--- config.mk ---
export PLATFORM = sky130hd
export DESIGN_NAME = row_record_decoder_core
export DESIGN_NICKNAME = d
export VERILOG_FILES = /design/src/rtl/rrd_pkg.sv /design/src/rtl/row_record_decoder_core.sv /design/src/rtl/rrd_queue.sv /design/src/rtl/rrd_engine.sv
export VERILOG_INCLUDE_DIRS = /design/src /design/src/rtl
export SDC_FILE = /design/constraint.sdc
export NUM_CORES = 1
export LEC_CHECK = 0
export ABC_AREA = 1
export BUFFER_PORTS_ARGS = -buffer_cell sky130_fd_sc_hd__buf_2
export CELL_PAD_IN_SITES_DETAIL_PLACEMENT = 1
export CELL_PAD_IN_SITES_GLOBAL_PLACEMENT = 1
export CORE_AREA = 2 2 223 225
export DETAILED_ROUTE_END_ITERATION = 16
export DIE_AREA = 0 0 225 227
export PLACE_DENSITY = 0.77
export SYNTH_ARGS = -nofsm -noshare
export SYNTH_HDL_FRONTEND = slang
export SYNTH_SLANG_ARGS = --single-unit
--- constraint.sdc ---
create_clock -name clk -period 15.61 [get_ports clk]
set_clock_uncertainty 0.2 [all_clocks]
set_input_delay 0 -clock clk [delete_from_list [all_inputs] [get_ports clk]]
set_output_delay 0 -clock clk [all_outputs]
set_load 0.1 [all_outputs]
--- src/rtl/row_record_decoder_core_defines.svh ---
// ---------------------------------------------------------------------------
// Row record decoder assertion macros
// Concurrent assertion wrappers, compiled out for synthesis.
// ---------------------------------------------------------------------------
`ifndef ROW_RECORD_DECODER_CORE_DEFINES_SVH
`define ROW_RECORD_DECODER_CORE_DEFINES_SVH

`ifndef SYNTHESIS
`define RRD_ASSERT(lbl, clk, rst_n, prop) \
    lbl: assert property (@(posedge clk) disable iff (!rst_n) (prop)) \
        else $error("row decoder assertion failed");
`define RRD_ASSERT_NEXT(lbl, clk, rst_n, ante, cons) \
    lbl: assert property (@(posedge clk) disable iff (!rst_n) (ante) |=> (cons)) \
        else $error("row decoder assertion failed");
`else
`define RRD_ASSERT(lbl, clk, rst_n, prop)
`define RRD_ASSERT_NEXT(lbl, clk, rst_n, ante, cons)
`endif

`endif

--- src/rtl/rrd_pkg.sv ---
// ---------------------------------------------------------------------------
// Row record decoder package
// Transaction types, result codes and state encodings.
// ---------------------------------------------------------------------------
`default_nettype none

package rrd_pkg;

    typedef struct packed {
        logic [7:0] row_byte;
        logic       end_of_row;
    } row_item_t;

    typedef struct packed {
        logic [2:0]         result_kind;
        logic [4:0]         column;
        logic signed [31:0] int_value;
        logic [7:0]         text_byte;
        logic [15:0]        text_length;
        logic               column_done;
        logic [1:0]         error_code;
        logic               last_result;
    } res_item_t;

    typedef struct packed {
        logic [5:0]  columns_in_use;
        logic [63:0] column_types;
        logic [21:0] text_space;
    } cfg_regs_t;

    typedef enum logic [2:0] {
        PH_HDR_LO,
        PH_HDR_HI,
        PH_NULLMAP,
        PH_INT,
        PH_TLEN_LO,
        PH_TLEN_HI,
        PH_TEXT,
        PH_DROP
    } phase_t;

    typedef enum logic [1:0] {
        ST_BYTE,
        ST_ADV,
        ST_TRUNC
    } eng_state_t;

    localparam logic [2:0] KIND_NULL  = 3'd0;
    localparam logic [2:0] KIND_INT   = 3'd1;
    localparam logic [2:0] KIND_TEXT  = 3'd2;
    localparam logic [2:0] KIND_EMPTY = 3'd3;
    localparam logic [2:0] KIND_DONE  = 3'd4;
    localparam logic [2:0] KIND_ERROR = 3'd5;

    localparam logic [1:0] ERR_TRUNC = 2'd0;
    localparam logic [1:0] ERR_COUNT = 2'd1;
    localparam logic [1:0] ERR_TYPE  = 2'd2;
    localparam logic [1:0] ERR_SPACE = 2'd3;

    localparam logic [1:0] TYPE_INT  = 2'd0;
    localparam logic [1:0] TYPE_TEXT = 2'd1;

    localparam logic [1:0] CFG_COLUMNS_IN_USE = 2'd0;
    localparam logic [1:0] CFG_COLUMN_TYPES   = 2'd1;
    localparam logic [1:0] CFG_TEXT_SPACE     = 2'd2;

    localparam logic [21:0] TEXT_SPACE_RESET = 22'd2097152;

endpackage

`default_nettype wire

--- src/rtl/row_record_decoder_core.sv ---
// ---------------------------------------------------------------------------
// Row record decoder core
// Streams a serialized row byte by byte and emits decoded column results.
// ---------------------------------------------------------------------------
//  channel | signals                                  | dir
//  row     | row_valid, row_stall, row_item           | in
//  res     | res_valid, res_stall, res_item           | out
//  cfg     | cfg_valid, cfg_ready, cfg_index, cfg_data| in
//
//  The engine takes one byte per cycle while the queue holds a byte, the output
//  slot is free and no null walk or cut-row report is running. A byte may cause
//  several results: one result per cycle while res_stall is low, nulls walked
//  one column per cycle by the engine sequencer.
//  Reset clears all control state at once; no clearing pass.
//  res_stall holds the output register; the queue keeps accepting until full.
// ---------------------------------------------------------------------------
`default_nettype none

module row_record_decoder_core
    import rrd_pkg::*;
#(
    parameter int MAX_COLUMNS = 32,
    parameter int QUEUE_DEPTH = 4
)
(
    input  wire logic        clk,
    input  wire logic        rst_n,
    input  wire logic        row_valid,
    output logic             row_stall,
    input  wire row_item_t   row_item,
    output logic             res_valid,
    input  wire logic        res_stall,
    output res_item_t        res_item,
    input  wire logic        cfg_valid,
    output logic             cfg_ready,
    input  wire logic [1:0]  cfg_index,
    input  wire logic [63:0] cfg_data
);

    cfg_regs_t  cfg_reg;
    logic       q_valid;
    logic       q_pop;
    row_item_t  q_item;

    assign cfg_ready = 1'b1;

    always_ff @(posedge clk or negedge rst_n)
    begin
        if (!rst_n)
        begin
            cfg_reg.columns_in_use <= '0;
            cfg_reg.column_types   <= '0;
            cfg_reg.text_space     <= TEXT_SPACE_RESET;
        end
        else if (cfg_valid && cfg_ready)
        begin
            unique case (cfg_index)
                CFG_COLUMNS_IN_USE: cfg_reg.columns_in_use <= cfg_data[5:0];
                CFG_COLUMN_TYPES:   cfg_reg.column_types   <= cfg_data;
                CFG_TEXT_SPACE:     cfg_reg.text_space     <= cfg_data[21:0];
                default:
                begin
                end
            endcase
        end
    end

    rrd_queue #(
        .DEPTH (QUEUE_DEPTH),
        .WIDTH ($bits(row_item_t))
    ) u_queue (
        .clk      (clk),
        .rst_n    (rst_n),
        .wr_valid (row_valid),
        .wr_stall (row_stall),
        .wr_data  (row_item),
        .rd_valid (q_valid),
        .rd_pop   (q_pop),
        .rd_data  (q_item)
    );

    rrd_engine #(
        .MAX_COLUMNS (MAX_COLUMNS)
    ) u_engine (
        .clk       (clk),
        .rst_n     (rst_n),
        .cfg       (cfg_reg),
        .q_valid   (q_valid),
        .q_item    (q_item),
        .q_pop     (q_pop),
        .res_valid (res_valid),
        .res_stall (res_stall),
        .res_item  (res_item)
    );

endmodule

`default_nettype wire

--- src/rtl/rrd_queue.sv ---
// ---------------------------------------------------------------------------
// Row record decoder input queue
// Small FIFO that accepts row bytes and decouples them from the decoder.
// ---------------------------------------------------------------------------
`default_nettype none

module rrd_queue
    import rrd_pkg::*;
#(
    parameter int DEPTH = 4,
    parameter int WIDTH = 9
)
(
    input  wire logic             clk,
    input  wire logic             rst_n,
    input  wire logic             wr_valid,
    output logic                  wr_stall,
    input  wire logic [WIDTH-1:0] wr_data,
    output logic                  rd_valid,
    input  wire logic             rd_pop,
    output logic [WIDTH-1:0]      rd_data
);

    localparam int AW = $clog2(DEPTH);
    localparam int CW = $clog2(DEPTH + 1);

    logic [WIDTH-1:0] mem [DEPTH];
    logic [AW-1:0]    wr_ptr_reg, wr_ptr_next;
    logic [AW-1:0]    rd_ptr_reg, rd_ptr_next;
    logic [CW-1:0]    count_reg, count_next;
    logic             push;

    assign wr_stall = (count_reg == CW'(DEPTH));
    assign rd_valid = (count_reg != '0);
    assign rd_data  = mem[rd_ptr_reg];
    assign push     = wr_valid && !wr_stall;

    always_comb
    begin
        wr_ptr_next = wr_ptr_reg;
        rd_ptr_next = rd_ptr_reg;
        if (push)
        begin
            wr_ptr_next = (wr_ptr_reg == AW'(DEPTH - 1)) ? '0 : wr_ptr_reg + 1'b1;
        end
        if (rd_pop)
        begin
            rd_ptr_next = (rd_ptr_reg == AW'(DEPTH - 1)) ? '0 : rd_ptr_reg + 1'b1;
        end
        count_next  = count_reg + CW'(push) - CW'(rd_pop);
    end

    always_ff @(posedge clk or negedge rst_n)
    begin
        if (!rst_n)
        begin
            wr_ptr_reg <= '0;
            rd_ptr_reg <= '0;
            count_reg  <= '0;
        end
        else
        begin
            wr_ptr_reg <= wr_ptr_next;
            rd_ptr_reg <= rd_ptr_next;
            count_reg  <= count_next;
        end
    end

    always_ff @(posedge clk)
    begin
        if (push)
        begin
            mem[wr_ptr_reg] <= wr_data;
        end
    end

endmodule

`default_nettype wire

--- src/rtl/rrd_engine.sv ---
// ---------------------------------------------------------------------------
// Row record decoder engine
// Decodes queued row bytes into column results, one result per cycle at most, none while res_stall holds the output.
// ---------------------------------------------------------------------------
`default_nettype none

`include "row_record_decoder_core_defines.svh"

module rrd_engine
    import rrd_pkg::*;
#(
    parameter int MAX_COLUMNS = 32
)
(
    input  wire logic      clk,
    input  wire logic      rst_n,
    input  wire cfg_regs_t cfg,
    input  wire logic      q_valid,
    input  wire row_item_t q_item,
    output logic           q_pop,
    output logic           res_valid,
    input  wire logic      res_stall,
    output res_item_t      res_item
);

    localparam logic [5:0] MAX_COLS_W = 6'(MAX_COLUMNS);

    eng_state_t             state_reg, state_next;
    phase_t                 phase_reg, phase_next;
    logic [7:0]             header_low_reg, header_low_next;
    logic [MAX_COLUMNS-1:0] null_map_reg, null_map_next;
    logic [5:0]             current_column_reg, current_column_next;
    logic [2:0]             byte_index_reg, byte_index_next;
    logic [31:0]            int_assembly_reg, int_assembly_next;
    logic [15:0]            text_remaining_reg, text_remaining_next;
    logic [15:0]            text_len_reg, text_len_next;
    logic [21:0]            text_space_used_reg, text_space_used_next;
    logic                   eor_reg, eor_next;
    logic                   res_valid_reg, res_valid_next;
    res_item_t              res_item_reg;

    res_item_t              res_d;
    logic                   emit;
    logic                   slot_free;
    logic [5:0]             nc;
    logic [5:0]             nc_plus7;
    logic [2:0]             nbytes;
    logic [7:0]             b;
    logic                   eor;
    logic [2:0]             bi_inc;
    logic [MAX_COLUMNS-1:0] map_merged;
    logic [31:0]            int_merged;
    logic [15:0]            tlen;
    logic [22:0]            space_sum;
    logic [15:0]            rem_dec;

    function automatic logic col_is_null(logic [MAX_COLUMNS-1:0] map, logic [5:0] col);
        logic r;
        r = 1'b0;
        for (int i = 0; i < MAX_COLUMNS; i++)
        begin
            if (col == 6'(i))
            begin
                r = map[i];
            end
        end
        return r;
    endfunction

    function automatic logic [1:0] col_type(logic [63:0] types, logic [5:0] col);
        logic [1:0] r;
        r = 2'd0;
        for (int i = 0; i < MAX_COLUMNS; i++)
        begin
            if (col == 6'(i))
            begin
                r = types[2*i +: 2];
            end
        end
        return r;
    endfunction

    // column needs data bytes: decoding pauses there without a result
    function automatic logic col_stops(logic [MAX_COLUMNS-1:0] map, logic [63:0] types,
                                       logic [5:0] col, logic [5:0] ncols);
        logic [1:0] t;
        t = col_type(types, col);
        return (col < ncols) && !col_is_null(map, col) && (t == TYPE_INT || t == TYPE_TEXT);
    endfunction

    assign slot_free = !res_valid_reg || !res_stall;
    assign nc        = (cfg.columns_in_use > MAX_COLS_W) ? MAX_COLS_W : cfg.columns_in_use;
    assign nc_plus7  = nc + 6'd7;
    assign nbytes    = nc_plus7[5:3];
    assign b         = q_item.row_byte;
    assign eor       = q_item.end_of_row;
    assign bi_inc    = byte_index_reg + 3'd1;
    assign int_merged = int_assembly_reg | (32'(b) << {byte_index_reg[1:0], 3'b000});
    assign tlen      = {b, header_low_reg};
    assign space_sum = {1'b0, text_space_used_reg} + 23'(tlen) + 23'd1;
    assign rem_dec   = text_remaining_reg - 16'd1;

    always_comb
    begin
        for (int i = 0; i < MAX_COLUMNS; i++)
        begin
            map_merged[i] = null_map_reg[i];
            if (3'(i >> 3) == byte_index_reg)
            begin
                map_merged[i] = null_map_reg[i] | b[3'(i & 7)];
            end
        end
    end

    always_comb
    begin
        logic       adv;
        logic       adv_go;
        logic       direct;
        logic       trunc;
        logic       clear;
        logic [1:0] t;

        adv    = 1'b0;
        adv_go = 1'b0;
        direct = 1'b0;
        trunc  = 1'b0;
        clear  = 1'b0;
        t      = 2'd0;

        state_next           = state_reg;
        phase_next           = phase_reg;
        header_low_next      = header_low_reg;
        null_map_next        = null_map_reg;
        current_column_next  = current_column_reg;
        byte_index_next      = byte_index_reg;
        int_assembly_next    = int_assembly_reg;
        text_remaining_next  = text_remaining_reg;
        text_len_next        = text_len_reg;
        text_space_used_next = text_space_used_reg;
        eor_next             = eor_reg;
        res_d                = '0;
        emit                 = 1'b0;
        q_pop                = 1'b0;

        unique case (state_reg)
            ST_BYTE:
            begin
                if (q_valid && slot_free)
                begin
                    q_pop = 1'b1;
                    unique case (phase_reg)
                        PH_HDR_LO:
                        begin
                            header_low_next = b;
                            phase_next      = PH_HDR_HI;
                        end
                        PH_HDR_HI:
                        begin
                            if ({b, header_low_reg} != {10'd0, nc})
                            begin
                                direct           = 1'b1;
                                res_d.result_kind = KIND_ERROR;
                                res_d.error_code = ERR_COUNT;
                                phase_next       = PH_DROP;
                            end
                            else
                            begin
                                null_map_next   = '0;
                                byte_index_next = 3'd0;
                                if (nbytes == 3'd0)
                                begin
                                    adv = 1'b1;
                                end
                                else
                                begin
                                    phase_next = PH_NULLMAP;
                                end
                            end
                        end
                        PH_NULLMAP:
                        begin
                            null_map_next   = map_merged;
                            byte_index_next = bi_inc;
                            if (bi_inc >= nbytes)
                            begin
                                adv = 1'b1;
                            end
                        end
                        PH_INT:
                        begin
                            int_assembly_next = int_merged;
                            byte_index_next   = bi_inc;
                            if (bi_inc >= 3'd4)
                            begin
                                direct              = 1'b1;
                                res_d.result_kind   = KIND_INT;
                                res_d.column        = current_column_reg[4:0];
                                res_d.int_value     = $signed(int_merged);
                                res_d.column_done   = 1'b1;
                                current_column_next = current_column_reg + 6'd1;
                                adv                 = 1'b1;
                            end
                        end
                        PH_TLEN_LO:
                        begin
                            header_low_next = b;
                            phase_next      = PH_TLEN_HI;
                        end
                        PH_TLEN_HI:
                        begin
                            if (space_sum > {1'b0, cfg.text_space})
                            begin
                                direct            = 1'b1;
                                res_d.result_kind = KIND_ERROR;
                                res_d.column      = current_column_reg[4:0];
                                res_d.error_code  = ERR_SPACE;
                                phase_next        = PH_DROP;
                            end
                            else
                            begin
                                text_space_used_next = space_sum[21:0];
                                text_len_next        = tlen;
                                text_remaining_next  = tlen;
                                if (tlen == 16'd0)
                                begin
                                    direct              = 1'b1;
                                    res_d.result_kind   = KIND_EMPTY;
                                    res_d.column        = current_column_reg[4:0];
                                    res_d.column_done   = 1'b1;
                                    current_column_next = current_column_reg + 6'd1;
                                    adv                 = 1'b1;
                                end
                                else
                                begin
                                    phase_next = PH_TEXT;
                                end
                            end
                        end
                        PH_TEXT:
                        begin
                            text_remaining_next = rem_dec;
                            direct              = 1'b1;
                            res_d.result_kind   = KIND_TEXT;
                            res_d.column        = current_column_reg[4:0];
                            res_d.text_byte     = b;
                            res_d.text_length   = text_len_reg;
                            res_d.column_done   = (rem_dec == 16'd0);
                            if (rem_dec == 16'd0)
                            begin
                                current_column_next = current_column_reg + 6'd1;
                                adv                 = 1'b1;
                            end
                        end
                        PH_DROP:
                        begin
                        end
                    endcase

                    if (adv)
                    begin
                        if (col_stops(null_map_next, cfg.column_types, current_column_next, nc))
                        begin
                            t = col_type(cfg.column_types, current_column_next);
                            if (t == TYPE_INT)
                            begin
                                phase_next        = PH_INT;
                                byte_index_next   = 3'd0;
                                int_assembly_next = '0;
                            end
                            else
                            begin
                                phase_next = PH_TLEN_LO;
                            end
                        end
                        else
                        begin
                            adv_go = 1'b1;
                        end
                    end

                    if (adv_go)
                    begin
                        emit              = direct;
                        res_d.last_result = 1'b0;
                        eor_next          = eor;
                        state_next        = ST_ADV;
                    end
                    else
                    begin
                        trunc = eor && (phase_next != PH_DROP);
                        if (direct)
                        begin
                            emit              = 1'b1;
                            res_d.last_result = !trunc;
                            if (trunc)
                            begin
                                state_next = ST_TRUNC;
                            end
                            else
                            begin
                                clear = eor;
                            end
                        end
                        else if (trunc)
                        begin
                            emit              = 1'b1;
                            res_d.result_kind = KIND_ERROR;
                            res_d.column      = current_column_next[4:0];
                            res_d.error_code  = ERR_TRUNC;
                            res_d.last_result = 1'b1;
                            clear             = 1'b1;
                        end
                        else
                        begin
                            clear = eor;
                        end
                    end
                end
            end
            ST_ADV:
            begin
                if (slot_free)
                begin
                    emit = 1'b1;
                    if (current_column_reg >= nc)
                    begin
                        res_d.result_kind = KIND_DONE;
                        res_d.last_result = 1'b1;
                        phase_next        = PH_DROP;
                        state_next        = ST_BYTE;
                        clear             = eor_reg;
                    end
                    else if (col_is_null(null_map_reg, current_column_reg))
                    begin
                        res_d.result_kind   = KIND_NULL;
                        res_d.column        = current_column_reg[4:0];
                        res_d.column_done   = 1'b1;
                        current_column_next = current_column_reg + 6'd1;
                        if (col_stops(null_map_reg, cfg.column_types, current_column_next, nc))
                        begin
                            t = col_type(cfg.column_types, current_column_next);
                            if (t == TYPE_INT)
                            begin
                                phase_next        = PH_INT;
                                byte_index_next   = 3'd0;
                                int_assembly_next = '0;
                            end
                            else
                            begin
                                phase_next = PH_TLEN_LO;
                            end
                            res_d.last_result = !eor_reg;
                            state_next        = eor_reg ? ST_TRUNC : ST_BYTE;
                        end
                    end
                    else
                    begin
                        res_d.result_kind = KIND_ERROR;
                        res_d.column      = current_column_reg[4:0];
                        res_d.error_code  = ERR_TYPE;
                        res_d.last_result = 1'b1;
                        phase_next        = PH_DROP;
                        state_next        = ST_BYTE;
                        clear             = eor_reg;
                    end
                end
            end
            ST_TRUNC:
            begin
                if (slot_free)
                begin
                    emit              = 1'b1;
                    res_d.result_kind = KIND_ERROR;
                    res_d.column      = current_column_reg[4:0];
                    res_d.error_code  = ERR_TRUNC;
                    res_d.last_result = 1'b1;
                    state_next        = ST_BYTE;
                    clear             = 1'b1;
                end
            end
            default:
            begin
                state_next = ST_BYTE;
            end
        endcase

        // row boundary
        if (clear)
        begin
            phase_next           = PH_HDR_LO;
            header_low_next      = '0;
            null_map_next        = '0;
            current_column_next  = '0;
            byte_index_next      = '0;
            int_assembly_next    = '0;
            text_remaining_next  = '0;
            text_space_used_next = '0;
            text_len_next        = '0;
            eor_next             = 1'b0;
        end

        res_valid_next = emit ? 1'b1 : (res_stall ? res_valid_reg : 1'b0);
    end

    always_ff @(posedge clk or negedge rst_n)
    begin
        if (!rst_n)
        begin
            state_reg           <= ST_BYTE;
            phase_reg           <= PH_HDR_LO;
            header_low_reg      <= '0;
            null_map_reg        <= '0;
            current_column_reg  <= '0;
            byte_index_reg      <= '0;
            int_assembly_reg    <= '0;
            text_remaining_reg  <= '0;
            text_len_reg        <= '0;
            text_space_used_reg <= '0;
            eor_reg             <= 1'b0;
            res_valid_reg       <= 1'b0;
        end
        else
        begin
            state_reg           <= state_next;
            phase_reg           <= phase_next;
            header_low_reg      <= header_low_next;
            null_map_reg        <= null_map_next;
            current_column_reg  <= current_column_next;
            byte_index_reg      <= byte_index_next;
            int_assembly_reg    <= int_assembly_next;
            text_remaining_reg  <= text_remaining_next;
            text_len_reg        <= text_len_next;
            text_space_used_reg <= text_space_used_next;
            eor_reg             <= eor_next;
            res_valid_reg       <= res_valid_next;
        end
    end

    always_ff @(posedge clk)
    begin
        if (emit)
        begin
            res_item_reg <= res_d;
        end
    end

    assign res_valid = res_valid_reg;
    assign res_item  = res_item_reg;

    `RRD_ASSERT_NEXT(a_partial_keeps_busy, clk, rst_n, emit && !res_d.last_result, state_reg != ST_BYTE)
    `RRD_ASSERT(a_column_bound, clk, rst_n, current_column_reg <= MAX_COLS_W)
    `RRD_ASSERT_NEXT(a_done_ends_row, clk, rst_n, emit && res_d.result_kind == KIND_DONE, phase_reg == PH_DROP || phase_reg == PH_HDR_LO)

endmodule

`default_nettype wire

# Word level (Yosys, flattened, before mapping)
# Memories as Yosys holds them, arrays and structs flattened.
# Cells that the tools add are included.
[classes] n_addsub=10 order_cmp=7 n_eq_ne=129 n_shift=1 muxes=392 bitwise=17 reduce_logical=56
[ops] op="$mux W32" count=16
[ops] op="$eq A6 B5 Y1 const B" count=48
[ops] op="$mux W2" count=96
[ops] op="$mux W1" count=186
[ops] op="$eq A6 B4 Y1 const B" count=24
[ops] op="$mux W16" count=8
[ops] op="$pmux W32 S2" count=2
[ops] op="$mux W22" count=5
[ops] op="$mux W3" count=31
[ops] op="$mux W8" count=11
[ops] op="$eq A6 B3 Y1 const B" count=12
[ops] op="$mux W6" count=12
[ops] op="$mux W68" count=1
[ops] op="$mux W38" count=1
[ops] op="$eq A6 B2 Y1 const B" count=6
[ops] op="$logic_not A16 Y1" count=2
[ops] op="$or A32 B32 Y32" count=1
[ops] op="$pmux W16 S2" count=1
[ops] op="$shl A8 B5 Y32" count=1
[ops] op="$mux W24" count=1
[ops] op="$pmux W3 S4" count=2
[ops] op="$pmux W8 S3" count=1
[ops] op="$add A22 B16 Y23" count=1
[ops] op="$add A23 B1 Y23 const B" count=1
[ops] op="58 further kinds" count=142
[totals] reg_bits=309 ramBits=36 input_bits=80 memories=1
[memory_table] memory="u_queue.mem" depth=4 word_bits=9 read_ports=1 rd_clocked_by_memory_dff=0 wr=1 line="rrd_queue.sv:27" source="logic [WIDTH-1:0] mem [DEPTH];"

# Logic depth before layout (Yosys ltp)
# Gate-level depths: netlist of the first run.
# An unclocked memory read counts as a cell.
[depth] word_depth=66 ltp_mapped=64 mapped_depth_nobuf=64

# Hierarchy
# From an unflattened synthesis of the first run, not the netlist that was laid out.
[hier_totals] hier_cells=3112 hier_area_um2=22755.6
[modules_own_cells] mod="rrd_engine" instances=1 cells_each=2541 area_per_inst_um2=16824.9
[modules_own_cells] mod="row_record_decoder_core" instances=1 cells_each=414 area_per_inst_um2=3998.8
[modules_own_cells] mod="rrd_queue" instances=1 cells_each=157 area_per_inst_um2=1931.9

# Least setup slack after synthesis of the first run
# No wires, ideal clock.
[synth_path] kind="register -> register" from="register u_engine.header_low_reg[2]" to="register u_engine.res_item_reg (netlist bit u_engine.res_item[0]) (enable)" t_arrival_ns=10.186 required_ns=14.892 path_slack_ns=4.707 stages_incl_launch_ff=58 n_path_buf=1 cell_sequence="dfrtp_1 ha_1 nand2_1 o21ai_0 a21oi_1 o21bai_1 nand3_1 nand2_1 a21oi_1 inv_1 a21oi_1 o21ai_0 nand3_1 nand2_1 nand3_1 nand2_1 nand2_1 inv_1 [22 not listed] nand2_1 nand3_1 nand2_1 nand4_1 nand2_1 nand4_2 nor3_4 nand4_2 nor2_4 nand3_1 nand2_1 inv_2 nand3_2 nand2_1 ha_1 a21oi_1 o21ai_0 a21oi_1"
[synth_via] elab_chain_cells=57 word_cells_on_any_way=157 cone_classes="add/sub: 2; order compare: 2; eq/ne: 34; mux: 110; reduce/logical: 9"
[synth_rtl] element="from (decl)" line="rrd_engine.sv:30" source="logic [7:0] header_low_reg, header_low_next;"
[synth_rtl] element="from (signal assigned)" line="rrd_engine.sv:427" source="header_low_reg <= header_low_next;"
[synth_rtl] element="$add A22 B16 Y23" line="rrd_engine.sv:100" source="assign space_sum = {1'b0, text_space_used_reg} + 23'(tlen) + 23'd1;"
[synth_rtl] element="$add A23 B1 Y23" line="rrd_engine.sv:100"
[synth_rtl] element="$gt A23 B22 Y1" line="rrd_engine.sv:212" source="if (space_sum > {1'b0, cfg.text_space})"
[synth_rtl] element="$mux W6" line="rrd_engine.sv:212"
[synth_rtl] element="$pmux W6 S3" line="rrd_engine.sv:152" source="unique case (phase_reg)"
[synth_rtl] element="$mux W6" line="rrd_engine.sv:149" source="if (q_valid && slot_free)"
[synth_rtl] element="$mux W6" line="rrd_engine.sv:146" source="unique case (state_reg)"
[synth_rtl] element="$logic_not A6 Y1" line="rrd_engine.sv:62, rrd_engine.sv:75"
[synth_rtl] element="[42 not listed]"
[synth_rtl] element="$ne A3 B3 Y1" line="rrd_engine.sv:291" source="trunc = eor && (phase_next != PH_DROP);"
[synth_rtl] element="$logic_and A1 B1 Y1" line="rrd_engine.sv:291"
[synth_rtl] element="$mux W1" line="rrd_engine.sv:305" source="else if (trunc)"
[synth_rtl] element="$mux W1" line="rrd_engine.sv:292" source="if (direct)"
[synth_rtl] element="$mux W1 *" line="rrd_engine.sv:282" source="if (adv_go)"
[synth_rtl] element="$mux W1 *" line="rrd_engine.sv:149"
[synth_rtl] element="$pmux W1 S2 *" line="rrd_engine.sv:146"
[synth_rtl] element="via u_engine.emit" line="rrd_engine.sv:43" source="logic emit;"
[synth_rtl] element="to (signal assigned)" line="rrd_engine.sv:444" source="res_item_reg <= res_d;"
[synth_rtl] element="to (decl)" line="rrd_engine.sv:40" source="res_item_t res_item_reg;"
# The timed path passes the listed nets; every way through them passes the cells marked *. The select of a mux whose other input is x is not followed.
# A chain may end at the register's enable or synchronous reset.

==> results of run 1 <==
==> worst max path at each step <==
| stage | startpoint | endpoint | slack [ns] | cells after the start |
|---|---|---|---|---|
| 6_report | u_queue.rd_ptr_reg[0] | u_engine.res_item[15] | 3.72 | 55 |
| 5_1_grt | u_queue.rd_ptr_reg[0] | u_engine.res_item[43] | 2.82 | 55 |
| 4_1_cts | u_queue.rd_ptr_reg[0] | u_engine.res_item[41] | 3.86 | 55 |
| 3_5_place_dp | u_queue.rd_ptr_reg[0] | u_engine.res_item[9] | 3.92 | 55 |
| 3_3_place_gp | u_queue.rd_ptr_reg[0] | u_engine.res_item[9] | 4.84 | 55 |
| 2_1_floorplan | u_engine.header_low_reg[2] | u_engine.res_item[0] | 4.71 | 57 |
==> through the flow <==
| stage | hold slack (ns) | util | area, um^2 | power, W |
|---|---|---|---|---|
| floorplan | -0.496 | - | 22100 | 0.00432 |
| global placement | -0.0646 | 0.477 | 23100 | 0.00525 |
| detailed placement | -0.0667 | 0.477 | 23100 | 0.00539 |
| CTS | 0.00432 | 0.532 | 25800 | 0.00643 |
| global route | 0.0222 | 0.532 | 25800 | 0.00689 |
| finish | 0.0121 | 0.532 | 25800 | 0.00651 |
==> critical path: cells and delay by family, from the launching register on <==
kind                       cells  cell delay [ns]
and+or+nand+nor               38             6.44
buffers and inverters          8             1.89
AOI/OAI and AO/OA              5             0.95
adders and majority gates      3             0.94
DFF                            1             0.80
xor gates and xnor gates       1             0.15
==> cells in the mapped netlist, drive strengths merged <==
master | count | area, um^2
a2111oi | 2 | 17.5
a211oi | 4 | 30.0
a21boi | 1 | 7.51
a21o | 1 | 7.51
a21oi | 162 | 811
a22oi | 3 | 22.5
a31oi | 68 | 425
and2 | 1 | 6.26
and3 | 4 | 25.0
buf | 54 | 422
clkbuf | 56 | 211
clkinv | 7 | 27.5
conb | 1 | 3.75
dfrtp | 240 | 6010
dfstp | 1 | 26.3
dlygate4sd1 | 3 | 26.3
edfxtp | 104 | 3120
fa | 2 | 40.0
ha | 85 | 1060
inv | 372 | 1400
mux2 | 30 | 338
nand2 | 804 | 3100
nand3 | 237 | 1240
nand3b | 3 | 22.5
nand4 | 54 | 357
nor2 | 358 | 1440
nor3 | 28 | 163
nor3b | 1 | 7.51
nor4 | 3 | 18.8
o2111ai | 4 | 35.0
o211ai | 19 | 143
o21a | 4 | 30.0
o21ai | 212 | 1070
o21bai | 13 | 97.6
o221ai | 1 | 8.76
o22ai | 6 | 43.8
o31ai | 1 | 7.51
or2 | 6 | 37.5
xnor2 | 8 | 70.1
xor2 | 16 | 148
==> area by class of cell <==
type	instances	area (um^2)
Multi-Input combinational cell	2142	10900
Fill cell	6120	22700
Clock inverter	18	205
Inverter	379	1430
Sequential cell	345	9160
Antenna cell	1	2.50
Timing Repair Buffer	300	2240
Clock buffer	57	1150
Tap cell	622	778
==> cell usage in the layout (no fill, tap or decap), drive strengths merged, types with 2 or more instances in the layout <==
cell,synthesis,routed
and3,4,4
o2111ai,4,4
o21a,4,4
inv,372,374
a2111oi,2,2
o211ai,19,19
or2,6,6
nor2,358,358
nor3,28,28
nor4,3,3
o22ai,6,6
clkbuf,56,57
a31oi,68,68
xnor2,8,8
mux2,30,30
clkinv,7,18
ha,85,85
a22oi,3,3
o21ai,212,212
bufinv,0,4
xor2,16,16
dlygate4sd3,0,131
dfrtp,240,240
nand2,804,804
edfxtp,104,104
fa,2,2
nand3,237,237
nand4,54,54
a211oi,4,4
buf,54,169
a21oi,162,162
o21bai,13,13
nand3b,3,3
==> power groups by stage <==
stage | logic [W] | clock network [W] | registers, W
finish | 0.00402 | 0.000997 | 0.00150
global route | 0.00433 | 0.00104 | 0.00152
CTS | 0.00394 | 0.000999 | 0.00149
detailed placement | 0.00388 | 0 | 0.00150
global placement | 0.00376 | 0 | 0.00149
floorplan | 0.00226 | 0 | 0.00207
==> cells by family (layout without fill, tap and decap cells) <==
group / after synthesis / after routing / synth area share
and+or+nand+nor: 1499 / 1499 / 0.291
AOI/OAI and AO/OA: 501 / 501 / 0.125
buffers and inverters: 492 / 754 / 0.0946
DFF: 345 / 345 / 0.414
adders and majority gates: 87 / 87 / 0.0500
muxes: 30 / 30 / 0.0153
xor gates and xnor gates: 24 / 24 / 0.00985
other: 1 / 2 / 0.000170
==> routing by layer <==
metal  up-vias  GRT usage  routed length [um]
met1     11100      0.430               36500
met3       236     0.0444                4270
li1      10200          -                   -
met4         0      0.159                4140
met2       710      0.594               42600
met5         -          0                   0
==> results.txt, run 1 <==
Status - finished clean
Slew Limit Headroom - 0.232
Power density over the cells - 252 nW/um^2
Cells after Synth - 2979
Die Span Y - 227 um
Crit-path slowest cell - nor2_4
Max-Cap Viols - 0
TritonCTS clock tree - built
DP HPWL - 59700 um
Num CTS Buffers - 41
Post-Syn Area - 22100 um^2
Synth Net Count - 3146
Mean Syn Cell Area - 7.42 um^2
VDD IR max - 214 uV
CP Capture Type - flop
Sequential area share after synthesis - 0.414
Setup violators final - 0
# rows - 81
CP Max Fanout - 66
First-pass GRT wire length - 135000 um
Die width - 225 um
Hold Path Sink - cfg_reg[54]
Routed vias - 22300
Total of warnings raised by yosys - 0
Antenna-violating nets left - 0
Flops & latches, synth - 345
I/O Pins - 151
Final Max Slew Viols - 0
Area growth syn-to-layout - 17.0%
Largest register FFs - 92
Leakage power - 12.4 nW
Comb pwr share - 0.617
Initial antenna violation count - 1
Hold path cells - 3
Drt wl/cell - 22.7 um
Clock-pin slew on the worst setup and hold paths - 0.06 ns
Crit path top cell by count - nand2_1
TritonRoute pass-1 iters - 5
Reg2Reg Depth - 55
Worst-skew pair later-pin latency - 0.59 ns
CTS Buffer Depth - 3
Total global-route track usage - 0.344
Core region area - 48500 um^2
Drt via density - 5.76
Drt drc - 0
Sw Ratio - 0.578
Min-delay worst type - in2reg
CP Launch Type - flop
Minimum clock period - 11.89 ns
Layout cell share with drive strength beyond 1 - 0.106
Clock network fraction of total power - 0.153
Crit Path Class - reg2reg
Iter 0 DRT Violations - 1682
Setup TNS - 0 ns
NetSw - 0.00377 W
Starting Density - 0.455
DP Cell Count - 3656
F_max - 84.1 MHz
PostCTS Resize Cnt - 0
Slowest cell delay on critical path - 0.83 ns
Final net count - 3376
Reg power frac - 0.230
RSZ-0062 raised after global routing - false
Total grt overflow - 0
Fin worst setup slack - 3.72 ns
Final wirelength - 87500 um
Crit share post-route - 0.762
WP data required - 15.60 ns
Worst R2R End - u_engine.res_item[15]
Critical R2R Launch - u_queue.rd_ptr_reg[0]
CTS hold repair buffers - 132
Synth unique cells - 60
CTS H-Tree Depth - 2
Cell Count, Final, Fillers Out - 3864
Clock sink count - 345
Pin count of the biggest net entering global routing - 107
Hold Crit Start - cfg_data[32]
Port Buffers - 149
Internal power - 0.00275 W
DP Worst Slack - 3.92 ns
FF-to-FF setup slack - 3.72 ns
Post-CTS Setup Bufs - 0
Vias in the first global route - 23600
Root Buffer - clkbuf_16
Hold Vio Cnt, Final - 0
RePlAce Congestion - 0.966
Slew @ Worst Pin - 1.15 ns
Arr. time, crit path - 11.88 ns
Die area - 51100 um^2
(Power assumes the default switching activity.)
==> run 2, diff against run 1 <==
==> constraint.sdc (replaced) <==
create_clock -name clk -period 11.3 [get_ports clk]
set_clock_uncertainty 0.2 [all_clocks]
set_input_delay 0 -clock clk [delete_from_list [all_inputs] [get_ports clk]]
set_output_delay 0 -clock clk [all_outputs]
set_load 0.1 [all_outputs]
==> results.txt, run 2 (synthesized netlist as in run 1, its figures left out) <==
Port Buffers - 149
Largest register FFs - 92
Critical R2R Launch - u_engine.header_low_reg[2]
RSZ-0062 raised after global routing - false
Max-Cap Viols - 0
Root Buffer - clkbuf_16
Slowest cell delay on critical path - 0.48 ns
Hold path cells - 3
Final Max Slew Viols - 0
Core region area - 48500 um^2
Worst R2R End - u_engine.res_item[43]
Initial antenna violation count - 0
Arr. time, crit path - 10.43 ns
RePlAce Congestion - 0.968
Minimum clock period - 10.40 ns
Cell Count, Final, Fillers Out - 3872
First-pass GRT wire length - 135000 um
WP buf/inv - 7
CP Max Fanout - 69
WP data required - 11.33 ns
Die area - 51100 um^2
Sw Ratio - 0.578
Post-CTS Setup Bufs - 0
Num CTS Buffers - 41
Drt wl/cell - 22.4 um
Crit path max-delay family - simple AND/OR/NAND/NOR gates
Total global-route track usage - 0.342
Clock sink count - 345
Internal power - 0.00379 W
Crit path top cell by count - nand2_1
Slew Limit Headroom - 0.249
Die width - 225 um
Antenna-violating nets left - 0
Layout cell share with drive strength beyond 1 - 0.105
CTS Buffer Depth - 3
Total grt overflow - 0
Reg2Reg Depth - 58
Status - finished clean
# rows - 81
Crit-path slowest cell - dfrtp_1
CP Launch Type - flop
Hold Vio Cnt, Final - 0
Crit share post-route - 0.920
FF-to-FF setup slack - 0.90 ns
Iter 0 DRT Violations - 1759
Comb pwr share - 0.619
TritonRoute pass-1 iters - 5
Setup TNS - 0 ns
Worst-skew pair later-pin latency - 0.60 ns
Die Span Y - 227 um
Drt drc - 0
TritonCTS clock tree - built
Reg power frac - 0.230
Most common cell after layout, fill and taps aside - nand2_1
F_max - 96.2 MHz
I/O Pins - 151
Drt via density - 5.71
Setup violators final - 0
Power density over the cells - 346 nW/um^2
Routed vias - 22100
Clock network fraction of total power - 0.150
Vias in the first global route - 23200
Final net count - 3383
NetSw - 0.00518 W
Crit Path Class - reg2reg
DP Cell Count - 3661
DP HPWL - 60200 um
Hold Crit Start - cfg_data[42]
Hold Path Sink - cfg_reg[64]
Min-delay worst type - in2reg
Most frequent cells in the layout - nand2_1, inv_1, nor2_1, dfrtp_1, nand3_1
Leakage power - 12.4 nW
CP Capture Type - flop
Clock-pin slew on the worst setup and hold paths - 0.06 ns
Area growth syn-to-layout - 17.1%
Slew @ Worst Pin - 1.12 ns
Pin count of the biggest net entering global routing - 99
Starting Density - 0.455
Final wirelength - 86600 um
VDD IR max - 328 uV
CTS H-Tree Depth - 2
## run 2: cell types whose count changed in the layout (fill, tap and decap cells not counted), moves of 4 or more
cell,change
buf_4,+4
clkbuf_1,+8
clkbuf_8,-6
clkinv_2,-5
## run 2: layout make-up
type                       count  area [um^2]
clock buffer                  60         1120
inverter                     379         1430
multi-input combinational   2142        10900
fill                        6119        22700
tap                          622          778
clock inverter                16          191
sequential                   345         9160
timing repair buffer         307         2310
antenna                        1         2.50
## run 2: how the worst max path moves through the flow
stage	startpoint	end	cells after the start
6_report	u_engine.header_low_reg[2]	u_engine.res_item[43]	58
5_1_grt	u_engine.header_low_reg[2]	u_engine.res_item[43]	61
3_5_place_dp	u_queue.rd_ptr_reg[0]	u_engine.res_item[10]	57
3_3_place_gp	u_queue.rd_ptr_reg[0]	u_engine.res_item[9]	57
2_1_floorplan	u_engine.header_low_reg[2]	u_engine.res_item[0]	57
4_1_cts	u_queue.rd_ptr_reg[0]	u_engine.res_item[43]	57
## run 2: what timing repair did
action,in CTS,in global routing
setup endpoints to repair,0,69
endpoints found under the hold margin,268,0
gates resized for setup,0,2
hold buffers,134,0
## run 2: power groups by stage
stage               clock (W)  combinational [W]  sequential (W)
CTS                   0.00135            0.00546         0.00205
finish                0.00135            0.00555         0.00207
detailed placement          0            0.00539         0.00207
global route          0.00140            0.00601         0.00210
floorplan                   0            0.00312         0.00286
global placement            0            0.00525         0.00206
## run 2: stage by stage
step / util / hold WS [ns] / area (um^2) / worst slack, ns / total power (W)
after floorplan: - / -0.496 / 22100 / 0.397 / 0.00597
after global placement: 0.478 / -0.0955 / 23200 / 1.36 / 0.00731
after detailed placement: 0.478 / -0.0910 / 23200 / 0.845 / 0.00747
after CTS: 0.533 / 0.000444 / 25900 / 0.773 / 0.00886
after global routing: 0.533 / 0.0131 / 25900 / 0.00986 / 0.00951
final: 0.533 / 0.0146 / 25900 / 0.901 / 0.00896
## run 2: worst reg2reg max path, delay by kind of cell (launching register included)
| family | cells | cell delay [ns] |
|---|---|---|
| AND/OR/NAND/NOR | 37 | 5.24 |
| AO/OA/AOI/OAI | 10 | 1.70 |
| buffers and inverters | 7 | 1.22 |
| adder cells (fa/ha/maj) | 3 | 0.97 |
| flip-flops | 1 | 0.48 |
| XOR/XNOR | 1 | 0.15 |
## run 2: layer usage
metal / GRT usage / part of all wire / vias up
met3: 0.0343 / 0.044 / 179
met1: 0.446 / 0.43 / 11000
met2: 0.587 / 0.48 / 658
li1: - / - / 10200
met4: 0.132 / 0.041 / 0
met5: 0 / 0 / -
